$ cat src/rtl/core/latency_welford_accumulator_assert.svh
// Assertion macros shared by the accumulator RTL.
// Simulation builds get concurrent assertions that report through $error.
// Synthesis builds see empty macros.
`ifndef LATENCY_WELFORD_ACCUMULATOR_ASSERT_SVH
`define LATENCY_WELFORD_ACCUMULATOR_ASSERT_SVH
`ifndef SYNTHESIS
// Checked on every rising edge while reset is low.
`define LWA_ASSERT(label, clock, reset, prop, msg) \
  label: assert property (@(posedge clock) disable iff (reset) (prop)) else $error(msg);
// Checked on every rising edge, reset included.
`define LWA_ASSERT_ALWAYS(label, clock, prop, msg) \
  label: assert property (@(posedge clock) (prop)) else $error(msg);
`else
`define LWA_ASSERT(label, clock, reset, prop, msg)
`define LWA_ASSERT_ALWAYS(label, clock, prop, msg)
`endif
`endif

$ cat src/rtl/core/lwa_pkg.sv
package lwa_pkg;

  // Field widths.
  localparam int COUNT_W = 20;
  localparam int MEAN_W  = 56;
  localparam int SUM_W   = 64;
  localparam int SEC_W   = 32;
  localparam int NS_W    = 30;
  localparam int WORD_W  = 32;

  // Latency is clamped to LAT_W bits and carries FRAC_W fraction bits in the mean.
  localparam int LAT_W  = 40;
  localparam int FRAC_W = 16;

  // Deviations are magnitudes below 2^MAG_W.
  localparam int MAG_W     = MEAN_W;
  localparam int MAG_CNT_W = $clog2(MAG_W);

  // The deviation product drops its low MUL_DROP_W bits and keeps SUM_W bits above them.
  localparam int MUL_DROP_W    = 32;
  localparam int MUL_LO_KEEP_W = MAG_W - MUL_DROP_W;
  localparam int MUL_HI_KEEP_W = SUM_W - MUL_LO_KEEP_W;

  // Whole-second differences of 2^SEC_MAG_W or more always clamp.
  localparam int SEC_MAG_W    = 11;
  localparam int SEC_CNT_W    = $clog2(SEC_MAG_W);
  localparam int LAT_PROD_W   = SEC_MAG_W + NS_W;
  localparam int LAT_SUM_W    = LAT_PROD_W + 2;

  localparam logic [NS_W-1:0]    NS_PER_S          = NS_W'(1000000000);
  localparam logic [LAT_W-1:0]   LAT_MAX           = {LAT_W{1'b1}};
  localparam logic [COUNT_W-1:0] MAX_SAMPLES_RESET = COUNT_W'(1000000);

  // Handshake status of a serial arithmetic unit.
  typedef struct packed {
    logic busy;
    logic done;
  } lwa_unit_stat_t;

endpackage

$ cat src/rtl/core/lwa_div.sv
`include "latency_welford_accumulator_assert.svh"

// Restoring divider, one quotient bit per cycle, MSB first.
module lwa_div (
  input  logic                         clk,
  input  logic                         rst,
  input  logic                         start,
  input  logic [lwa_pkg::MAG_W-1:0]    dividend,
  input  logic [lwa_pkg::COUNT_W-1:0]  divisor,
  output lwa_pkg::lwa_unit_stat_t      stat,
  output logic [lwa_pkg::MAG_W-1:0]    quotient
);
  import lwa_pkg::*;

  logic                 busy;
  logic                 done;
  logic [MAG_CNT_W-1:0] cnt;
  logic [COUNT_W-1:0]   rem;
  logic [COUNT_W-1:0]   dvs;
  logic [MAG_W-1:0]     quo;

  logic [COUNT_W:0]     trial;
  logic                 fits;

  // Bring down the next dividend bit and try the divisor against it.
  always_comb begin
    trial = {rem, quo[MAG_W-1]};
    fits  = trial >= {1'b0, dvs};
  end

  // The dividend shifts out at the top while quotient bits shift in below.
  always_ff @(posedge clk) begin
    if (rst) begin
      busy <= 1'b0;
      done <= 1'b0;
      cnt  <= '0;
    end else if (start) begin
      busy <= 1'b1;
      done <= 1'b0;
      cnt  <= '0;
      rem  <= '0;
      dvs  <= divisor;
      quo  <= dividend;
    end else if (busy) begin
      rem  <= fits ? COUNT_W'(trial - {1'b0, dvs}) : trial[COUNT_W-1:0];
      quo  <= {quo[MAG_W-2:0], fits};
      cnt  <= cnt + 1'b1;
      if (cnt == MAG_CNT_W'(MAG_W - 1)) begin
        busy <= 1'b0;
        done <= 1'b1;
      end
    end else begin
      done <= 1'b0;
    end
  end

  assign stat.busy = busy;
  assign stat.done = done;
  assign quotient  = quo;

  `LWA_ASSERT(a_div_done_pulse, clk, rst, done |=> !done, "divider done held longer than one cycle")
  `LWA_ASSERT(a_div_rem_below, clk, rst, busy |-> rem < dvs, "divider remainder not below divisor")
  `LWA_ASSERT(a_div_no_restart, clk, rst, busy |-> !start, "divider restarted while busy")

endmodule

$ cat src/rtl/core/lwa_mul.sv
`include "latency_welford_accumulator_assert.svh"

// Shift-add multiplier, one multiplier bit per cycle, LSB first.
// Gives the product shifted right by 32 bits, saturated to 64 bits.
module lwa_mul (
  input  logic                       clk,
  input  logic                       rst,
  input  logic                       start,
  input  logic [lwa_pkg::MAG_W-1:0]  mcand,
  input  logic [lwa_pkg::MAG_W-1:0]  mplier,
  output lwa_pkg::lwa_unit_stat_t    stat,
  output logic [lwa_pkg::SUM_W-1:0]  product
);
  import lwa_pkg::*;

  logic                 busy;
  logic                 done;
  logic [MAG_CNT_W-1:0] cnt;
  logic [MAG_W-1:0]     ma;
  logic [MAG_W-1:0]     mb;
  logic [MAG_W-1:0]     acc;
  logic [MAG_W-1:0]     lo;
  logic [MAG_W:0]       psum;
  logic                 sat;

  // Add the multiplicand when the current multiplier bit is set.
  always_comb begin
    psum = {1'b0, acc} + (mb[0] ? {1'b0, ma} : '0);
  end

  // The partial sum shifts right; its low bit drops into the low product half.
  always_ff @(posedge clk) begin
    if (rst) begin
      busy <= 1'b0;
      done <= 1'b0;
      cnt  <= '0;
    end else if (start) begin
      busy <= 1'b1;
      done <= 1'b0;
      cnt  <= '0;
      ma   <= mcand;
      mb   <= mplier;
      acc  <= '0;
    end else if (busy) begin
      acc <= psum[MAG_W:1];
      lo  <= {psum[0], lo[MAG_W-1:1]};
      mb  <= {1'b0, mb[MAG_W-1:1]};
      cnt <= cnt + 1'b1;
      if (cnt == MAG_CNT_W'(MAG_W - 1)) begin
        busy <= 1'b0;
        done <= 1'b1;
      end
    end else begin
      done <= 1'b0;
    end
  end

  // Anything at or above bit 96 of the full product saturates.
  always_comb begin
    sat     = |acc[MAG_W-1:MUL_HI_KEEP_W];
    product = sat ? {SUM_W{1'b1}} : {acc[MUL_HI_KEEP_W-1:0], lo[MAG_W-1:MUL_DROP_W]};
  end

  assign stat.busy = busy;
  assign stat.done = done;

  `LWA_ASSERT(a_mul_done_pulse, clk, rst, done |=> !done, "multiplier done held too long")
  `LWA_ASSERT(a_mul_no_restart, clk, rst, busy |-> !start, "multiplier restarted while busy")
  `LWA_ASSERT(a_mul_done_after_busy, clk, rst, $rose(done) |-> $past(busy), "done without work")

endmodule

$ cat src/rtl/core/latency_welford_accumulator.sv
// Latency Welford accumulator: running mean and squared-deviation sum of echo latencies.
// A good word passes through the seconds-to-ns shift-add, the bit-serial divider and the
// bit-serial multiplier before its result is registered; an ignored or rejected word goes
// straight to the result register. A stalled result adds its stall. No new word is taken
// until the result of the last one has been registered (req_stall is high outside idle).
// Reset (rst, synchronous): clears the statistics and the stop flag, max_samples -> 1000000.
`include "latency_welford_accumulator_assert.svh"

module latency_welford_accumulator (
  input  logic                         clk,
  input  logic                         rst,
  input  logic                         cfg_write_enable,
  input  logic [lwa_pkg::COUNT_W-1:0]  cfg_write_data,
  input  logic                         req_valid,
  output logic                         req_stall,
  input  logic [lwa_pkg::SEC_W-1:0]    start_seconds,
  input  logic [lwa_pkg::NS_W-1:0]     start_nanoseconds,
  input  logic [lwa_pkg::SEC_W-1:0]    end_seconds,
  input  logic [lwa_pkg::NS_W-1:0]     end_nanoseconds,
  input  logic [lwa_pkg::WORD_W-1:0]   challenge_word,
  input  logic [lwa_pkg::WORD_W-1:0]   response_word,
  output logic                         rsp_valid,
  input  logic                         rsp_stall,
  output logic                         accepted,
  output logic                         halted,
  output logic [lwa_pkg::COUNT_W-1:0]  sample_count,
  output logic [lwa_pkg::MEAN_W-1:0]   mean_latency,
  output logic [lwa_pkg::SUM_W-1:0]    squared_deviation_sum
);
  import lwa_pkg::*;

  typedef enum logic [3:0] {
    ST_IDLE,
    ST_LAT_MUL,
    ST_LAT_FIX,
    ST_DOLD,
    ST_DIV,
    ST_MEAN,
    ST_DNEW,
    ST_MUL,
    ST_SUM,
    ST_FINISH
  } state_t;

  state_t state;

  // Statistics and control.
  logic                 stopped;
  logic [COUNT_W-1:0]   count;
  logic [MEAN_W-1:0]    running_mean;
  logic [SUM_W-1:0]     deviation_sum;
  logic [COUNT_W-1:0]   max_samples;
  logic                 item_ok;

  // Latency datapath.
  logic [SEC_CNT_W-1:0] sec_cnt;
  logic [SEC_MAG_W-1:0] sec_mag;
  logic                 sec_neg;
  logic                 sec_big;
  logic [NS_W:0]        dn;
  logic [NS_W-1:0]      lat_acc;
  logic [SEC_MAG_W-1:0] lat_lo;
  logic [MEAN_W-1:0]    lat_x;
  logic                 dold_neg;
  logic [MAG_W-1:0]     dold_mag;
  logic                 dnew_neg;

  // Combinational helpers.
  logic                 req_take;
  logic                 rsp_free;
  logic                 reject;
  logic                 ds_neg;
  logic [SEC_W-1:0]     ds_mag;
  logic [NS_W:0]        lat_step;
  logic [LAT_PROD_W-1:0] lat_prod;
  logic [LAT_SUM_W-1:0] lat_dn;
  logic [LAT_SUM_W-1:0] lat_pe;
  logic [LAT_SUM_W-1:0] lat_sum;
  logic [LAT_W-1:0]     lat_clamp;
  logic                 cur_neg;
  logic [MAG_W-1:0]     cur_mag;
  logic [SUM_W:0]       sum_add;
  logic [SUM_W-1:0]     sum_next;
  logic [MEAN_W-1:0]    mean_next;

  // Serial units.
  lwa_unit_stat_t       div_stat;
  lwa_unit_stat_t       mul_stat;
  logic [MAG_W-1:0]     div_quotient;
  logic [SUM_W-1:0]     mul_product;
  logic                 div_start;
  logic                 mul_start;

  assign req_stall = (state != ST_IDLE);
  assign req_take  = req_valid && !req_stall;
  assign rsp_free  = !rsp_valid || !rsp_stall;
  assign div_start = (state == ST_DOLD);
  assign mul_start = (state == ST_DNEW);

  // Word checks and the whole-second difference as sign and magnitude.
  always_comb begin
    reject = (count >= max_samples) || (response_word != WORD_W'(challenge_word + 1'b1));
    ds_neg = end_seconds < start_seconds;
    ds_mag = ds_neg ? SEC_W'(start_seconds - end_seconds)
                    : SEC_W'(end_seconds - start_seconds);
  end

  // One step of seconds times 1e9, and the signed latency with its clamp.
  always_comb begin
    lat_step = {1'b0, lat_acc} + (sec_mag[0] ? {1'b0, NS_PER_S} : '0);
    lat_prod = {lat_acc, lat_lo};
    lat_dn   = {{(LAT_SUM_W - NS_W - 1){dn[NS_W]}}, dn};
    lat_pe   = {{(LAT_SUM_W - LAT_PROD_W){1'b0}}, lat_prod};
    lat_sum  = sec_neg ? LAT_SUM_W'(lat_dn - lat_pe) : LAT_SUM_W'(lat_dn + lat_pe);
    if (sec_big) begin
      lat_clamp = sec_neg ? '0 : LAT_MAX;
    end else if (lat_sum[LAT_SUM_W-1]) begin
      lat_clamp = '0;
    end else if (|lat_sum[LAT_SUM_W-2:LAT_W]) begin
      lat_clamp = LAT_MAX;
    end else begin
      lat_clamp = lat_sum[LAT_W-1:0];
    end
  end

  // Deviation of the scaled sample from the current mean, as sign and magnitude.
  always_comb begin
    cur_neg = lat_x < running_mean;
    cur_mag = cur_neg ? MAG_W'(running_mean - lat_x) : MAG_W'(lat_x - running_mean);
  end

  // Mean step and the saturating or clamping update of the deviation sum.
  always_comb begin
    mean_next = dold_neg ? MEAN_W'(running_mean - div_quotient)
                         : MEAN_W'(running_mean + div_quotient);
    sum_add   = {1'b0, deviation_sum} + {1'b0, mul_product};
    if (dold_neg == dnew_neg) begin
      sum_next = sum_add[SUM_W] ? {SUM_W{1'b1}} : sum_add[SUM_W-1:0];
    end else if (deviation_sum < mul_product) begin
      sum_next = '0;
    end else begin
      sum_next = SUM_W'(deviation_sum - mul_product);
    end
  end

  lwa_div u_div (
    .clk      (clk),
    .rst      (rst),
    .start    (div_start),
    .dividend (cur_mag),
    .divisor  (COUNT_W'(count + 1'b1)),
    .stat     (div_stat),
    .quotient (div_quotient)
  );

  lwa_mul u_mul (
    .clk     (clk),
    .rst     (rst),
    .start   (mul_start),
    .mcand   (dold_mag),
    .mplier  (cur_mag),
    .stat    (mul_stat),
    .product (mul_product)
  );

  // Sequencer, statistics and the output word register.
  always_ff @(posedge clk) begin
    if (rst) begin
      state         <= ST_IDLE;
      stopped       <= 1'b0;
      count         <= '0;
      running_mean  <= '0;
      deviation_sum <= '0;
      max_samples   <= MAX_SAMPLES_RESET;
      rsp_valid     <= 1'b0;
    end else begin
      if (cfg_write_enable) begin
        max_samples <= cfg_write_data;
      end

      // A word that leaves with no new word behind it clears the valid.
      if (rsp_valid && !rsp_stall && state != ST_FINISH) begin
        rsp_valid <= 1'b0;
      end

      case (state)
        ST_IDLE: begin
          if (req_take) begin
            item_ok <= 1'b0;
            if (stopped) begin
              state <= ST_FINISH;
            end else if (reject) begin
              stopped <= 1'b1;
              state   <= ST_FINISH;
            end else begin
              sec_neg <= ds_neg;
              sec_big <= |ds_mag[SEC_W-1:SEC_MAG_W];
              sec_mag <= ds_mag[SEC_MAG_W-1:0];
              dn      <= {1'b0, end_nanoseconds} - {1'b0, start_nanoseconds};
              lat_acc <= '0;
              sec_cnt <= '0;
              state   <= ST_LAT_MUL;
            end
          end
        end
        ST_LAT_MUL: begin
          lat_acc <= lat_step[NS_W:1];
          lat_lo  <= {lat_step[0], lat_lo[SEC_MAG_W-1:1]};
          sec_mag <= {1'b0, sec_mag[SEC_MAG_W-1:1]};
          sec_cnt <= sec_cnt + 1'b1;
          if (sec_cnt == SEC_CNT_W'(SEC_MAG_W - 1)) begin
            state <= ST_LAT_FIX;
          end
        end
        ST_LAT_FIX: begin
          lat_x <= {lat_clamp, {FRAC_W{1'b0}}};
          state <= ST_DOLD;
        end
        ST_DOLD: begin
          dold_neg <= cur_neg;
          dold_mag <= cur_mag;
          state    <= ST_DIV;
        end
        ST_DIV: begin
          if (div_stat.done) begin
            state <= ST_MEAN;
          end
        end
        ST_MEAN: begin
          running_mean <= mean_next;
          count        <= count + 1'b1;
          state        <= ST_DNEW;
        end
        ST_DNEW: begin
          dnew_neg <= cur_neg;
          state    <= ST_MUL;
        end
        ST_MUL: begin
          if (mul_stat.done) begin
            state <= ST_SUM;
          end
        end
        ST_SUM: begin
          deviation_sum <= sum_next;
          item_ok       <= 1'b1;
          if (count >= max_samples) begin
            stopped <= 1'b1;
          end
          state <= ST_FINISH;
        end
        ST_FINISH: begin
          if (rsp_free) begin
            rsp_valid             <= 1'b1;
            accepted              <= item_ok;
            halted                <= stopped;
            sample_count          <= count;
            mean_latency          <= running_mean;
            squared_deviation_sum <= deviation_sum;
            state                 <= ST_IDLE;
          end
        end
        default: begin
          state <= ST_IDLE;
        end
      endcase
    end
  end

  `LWA_ASSERT(a_stopped_freezes_count, clk, rst, stopped |=> $stable(count), "count moved after stop")
  `LWA_ASSERT(a_stop_only_at_finish, clk, rst, $rose(stopped) |-> state == ST_FINISH, "stop set out of sequence")
  `LWA_ASSERT(a_units_exclusive, clk, rst, !(div_stat.busy && mul_stat.busy), "divider and multiplier overlap")
  `LWA_ASSERT(a_accepted_has_count, clk, rst, (rsp_valid && accepted) |-> sample_count != '0, "accepted word with zero count")

endmodule
$ cat config.mk
export PLATFORM = sky130hd
export DESIGN_NAME = latency_welford_accumulator
export DESIGN_NICKNAME = d
export VERILOG_FILES = /design/src/rtl/core/lwa_pkg.sv /design/src/rtl/core/lwa_div.sv /design/src/rtl/core/lwa_mul.sv /design/src/rtl/core/latency_welford_accumulator.sv
export VERILOG_INCLUDE_DIRS = /design/src /design/src/rtl/core
export SDC_FILE = /design/constraint.sdc
export NUM_CORES = 2
export LEC_CHECK = 0
export BUFFER_PORTS_ARGS = -buffer_cell sky130_fd_sc_hd__buf_2
export CAP_MARGIN = 10
export CORE_UTILIZATION = 48
export CTS_CLUSTER_DIAMETER = 100
export CTS_CLUSTER_SIZE = 16
export DETAILED_ROUTE_END_ITERATION = 8
export PLACE_DENSITY = 0.77
export SYNTH_ARGS = -nofsm -noshare
export SYNTH_HDL_FRONTEND = slang
export SYNTH_SLANG_ARGS = --single-unit
$ cat constraint.sdc
create_clock -name clk -period 13.45 [get_ports clk]
set_clock_uncertainty 0.1 [all_clocks]
set_input_delay 2.0175 -clock clk [delete_from_list [all_inputs] [get_ports clk]]
set_output_delay 2.0175 -clock clk [all_outputs]
set_load 0.005 [all_outputs]
==> impl_metrics.env <==
export IMPL_status="finished clean"
export IMPL_crit_arrival_ns=7.31
export IMPL_num_rows=129
export IMPL_netlist_area_um2=59700
export IMPL_worstReg2RegEnd="deviation_sum[7]"
export IMPL_place_port_buffers=356
export IMPL_hold_path_end="u_mul.ma[47]"
export IMPL_gp_congestion=0.970
export IMPL_clock_latency_ns=0.71
export IMPL_required_ns=13.94
export IMPL_fmax_ghz=0.147
export IMPL_grt_ovfl_total=0
export IMPL_cts_buffers_inserted=60
export IMPL_final_min_clock_period_ns=6.82
export IMPL_reg2reg_setup_slack_ns=6.63
export IMPL_final_max_slew_viol_count=0
export IMPL_seq_area_frac_synth_pct=37.2
export IMPL_cp_start_kind="register"
export IMPL_cap_violations=0
export IMPL_die_h_um=355
export IMPL_grt_usage_pct=25.3
export IMPL_synth_seq_cells=800
export IMPL_wl_per_cell_um=19.1
export IMPL_worst_slew_pin_slew_ns=1.23
export IMPL_end_kind="register"
export IMPL_start_util_pct=48.4
export IMPL_period_share_pct=50.7
export IMPL_ys_flop_type="edfxtp_1"
export IMPL_path_class="reg -> reg"
export IMPL_synth_area_top_cells="edfxtp_1 (31%), ha_1 (11%), dfxtp_1 (6.1%)"
export IMPL_die_area_um2=126000
export IMPL_synth_top_area_share_pct=31.1
export IMPL_pwr_share_clk_pct=19.6
export IMPL_core_area_um2=123000
export IMPL_drc=0
export IMPL_hold_viol_final=0
export IMPL_die_w_um=355
export IMPL_post_cts_resized=0
export IMPL_cts_htree_levels=2
export IMPL_antenna_left=0
export IMPL_power_switching_mw=3.82
export IMPL_worstHoldPathType="reg -> reg"
export IMPL_holdWs_ns=0.318
export IMPL_ios=357
export IMPL_setup_viol=0
export IMPL_internal_power_mw=5.43
export IMPL_relSlewSlack_pct=17.5
export IMPL_grt_max_degree=112
export IMPL_numClockSinks=800
export IMPL_whs_path_depth=0
export IMPL_p_sw_share_pct=41.3
export IMPL_rr_startpoint="u_mul.acc[40]"
export IMPL_ff2ff_path_depth=17
export IMPL_wirelength_um=165000
export IMPL_hp_start="dold_mag[47]"
export IMPL_cts_buffer_depth=3
export IMPL_p_leak_nw=27.7
export IMPL_drt_iter0_drc=4576
export IMPL_grt_pass1_wl_um=260000
export IMPL_post_cts_buffers=0
export IMPL_synth_nets=7505
export IMPL_cts_tree="built"
export IMPL_antenna_found_initial=0
export IMPL_cts_clk_slew_worst_paths_ns=0.08
export IMPL_dpl_hpwl_um=124000
export IMPL_cts_hold_buffers=0
export IMPL_synthCells=6766
export IMPL_final_nets=7670
export IMPL_vias=51000
export IMPL_viasPerCell=5.92
export IMPL_yosysTopAreaCell="edfxtp_1"
export IMPL_fin_setup_tns_ns=0
export IMPL_drive_gt1_share_pct=9.27
export IMPL_dr_pass1_iters=6
export IMPL_async_flop_share_pct=0
export IMPL_p_per_area_nw_per_um2=143
export IMPL_rsz0062_at_grt="false"
export IMPL_final_core_util_pct=52.3
export IMPL_synth_warnings=0
export IMPL_path_max_fanout=64
export IMPL_combPwrFrac_pct=45.7
export IMPL_synth_cell_types=107
export IMPL_cts_root_buffer="clkbuf_16"
export IMPL_avgSynthCellArea_um2=8.82
export IMPL_synth_edf_count=618
export IMPL_ir_worst_vdd_mv=0.133
export IMPL_area_growth_pct=8.19
export IMPL_pwr_share_seq_pct=34.8
export IMPL_fillers=11400
export IMPL_grt_pass1_vias=48200
==> registers in the layout, summed over array words and instances, names as in the netlist, 20 cells and up <==
signal                 cells
sample_count              20
count                     20
u_div.dvs                 20
u_div.rem                 20
u_mul.mb                  56
u_mul.ma                  56
dn                        31
squared_deviation_sum     64
running_mean              56
u_mul.lo                  24
lat_acc                   30
lat_x                     40
dold_mag                  56
mean_latency              56
max_samples               20
u_div.quotient            56
u_mul.acc                 56
deviation_sum             64
==> worst max path at each step <==
stage	from	slack (ns)	endpoint	cells past startpoint
final	u_mul.acc[40]	6.63	deviation_sum[7]	17
after global routing	u_mul.acc[43]	6.42	deviation_sum[7]	17
after CTS	u_mul.acc[40]	6.82	deviation_sum[7]	17
after detailed placement	u_mul.acc[40]	6.90	deviation_sum[7]	17
after global placement	challenge_word[2]	7.09	sec_neg	13
after floorplan	rst	4.75	u_div.quotient[0]	5
==> routing by layer <==
layer	vias up	track usage [%]	share of wire (%)
li1	24700	-	-
met5	-	0	0
met4	0	7.17	2.9
met3	284	2.62	6.0
met1	24300	34.5	44
met2	1694	42.5	47
==> synthesized netlist by cell type, drive strengths merged (73+ instances only) <==
master  number
a211oi      73
a21o       236
a21oi      666
and2        84
and3        78
clkbuf     231
dfxtp      182
edfxtp     618
ha         516
inv        527
nand2      521
nand3      110
nand4       80
nor2       598
nor3       129
o21a       115
o21ai      457
o21bai      88
or2         86
xnor2      294
xor2       151
==> layout by cell type, fill, tap and decap left out, types with 69 or more instances in the layout <==
cell	instances
a21oi_1	664
edfxtp_1	618
nor2_1	590
inv_1	523
nand2_1	518
ha_1	516
o21ai_0	443
buf_2	355
xnor2_1	293
a21o_1	234
dfxtp_1	182
xor2_1	150
nor3_1	125
o21a_1	115
nand3_1	109
o21bai_1	87
or2_2	86
and2_1	83
nand4_1	80
and3_1	77
a211oi_1	72
nor2b_1	69
==> power groups by stage <==
stage | clock, mW | sequential (mW) | combinational, mW
6_report | 1.81 | 3.21 | 4.22
5_1_grt | 1.94 | 3.24 | 4.61
4_1_cts | 1.85 | 3.21 | 4.14
3_5_place_dp | 0 | 3.27 | 4.11
3_3_place_gp | 0 | 3.26 | 4.07
2_1_floorplan | 0 | 3.19 | 3.10
==> cell type report <==
class / count / area, um^2 / area share, %
clock buffers: 100 / 1680 / 2.61
inverters: 528 / 1980 / 3.07
clock inverters: 14 / 163 / 0.252
flip-flops and latches: 800 / 22200 / 34.4
well taps: 1637 / 2050 / 3.17
diodes: 1 / 2.50 / 0.00387
repair buffers: 401 / 2120 / 3.29
multi-input cells: 5140 / 34400 / 53.2
==> critical path: stages (launching register included) <==
cell and delay [ns]:
edfxtp_1 0.41, nor4_1 0.47, nand4_1 0.18, buf_4 0.37, or2_2 0.40, ha_1 0.49
and4_1 0.26, nand2_1 0.07, a211oi_1 0.40, o21ai_1 0.24, and3_1 0.30, a2111oi_2 0.67
o21ai_0 0.18, and3_1 0.37, nor2_2 0.79, nor2_1 0.39, buf_4 0.34, a211oi_1 0.23
==> per-stage QoR <==
stage	instances	cell area, um^2	setup WS [ns]	power (mW)
2_1_floorplan	6766	59700	4.75	6.28
3_3_place_gp	8506	62700	7.09	7.33
3_5_place_dp	8506	62700	6.90	7.38
4_1_cts	8620	64600	6.82	9.20
5_1_grt	8620	64600	6.42	9.79
6_report	8621	64600	6.63	9.25
==> cell families after synthesis <==
group | after synthesis | share of synthesized area, %
and+or+nand+nor | 1973 | 15.8
buffers and inverters | 826 | 5.48
adders and majority gates | 526 | 11.1
AOI/OAI and AO/OA | 2129 | 22.8
DFF | 800 | 37.2
muxes | 67 | 1.13
xor gates and xnor gates | 445 | 6.53
Note: power is estimated with default switching activity, not from simulation.
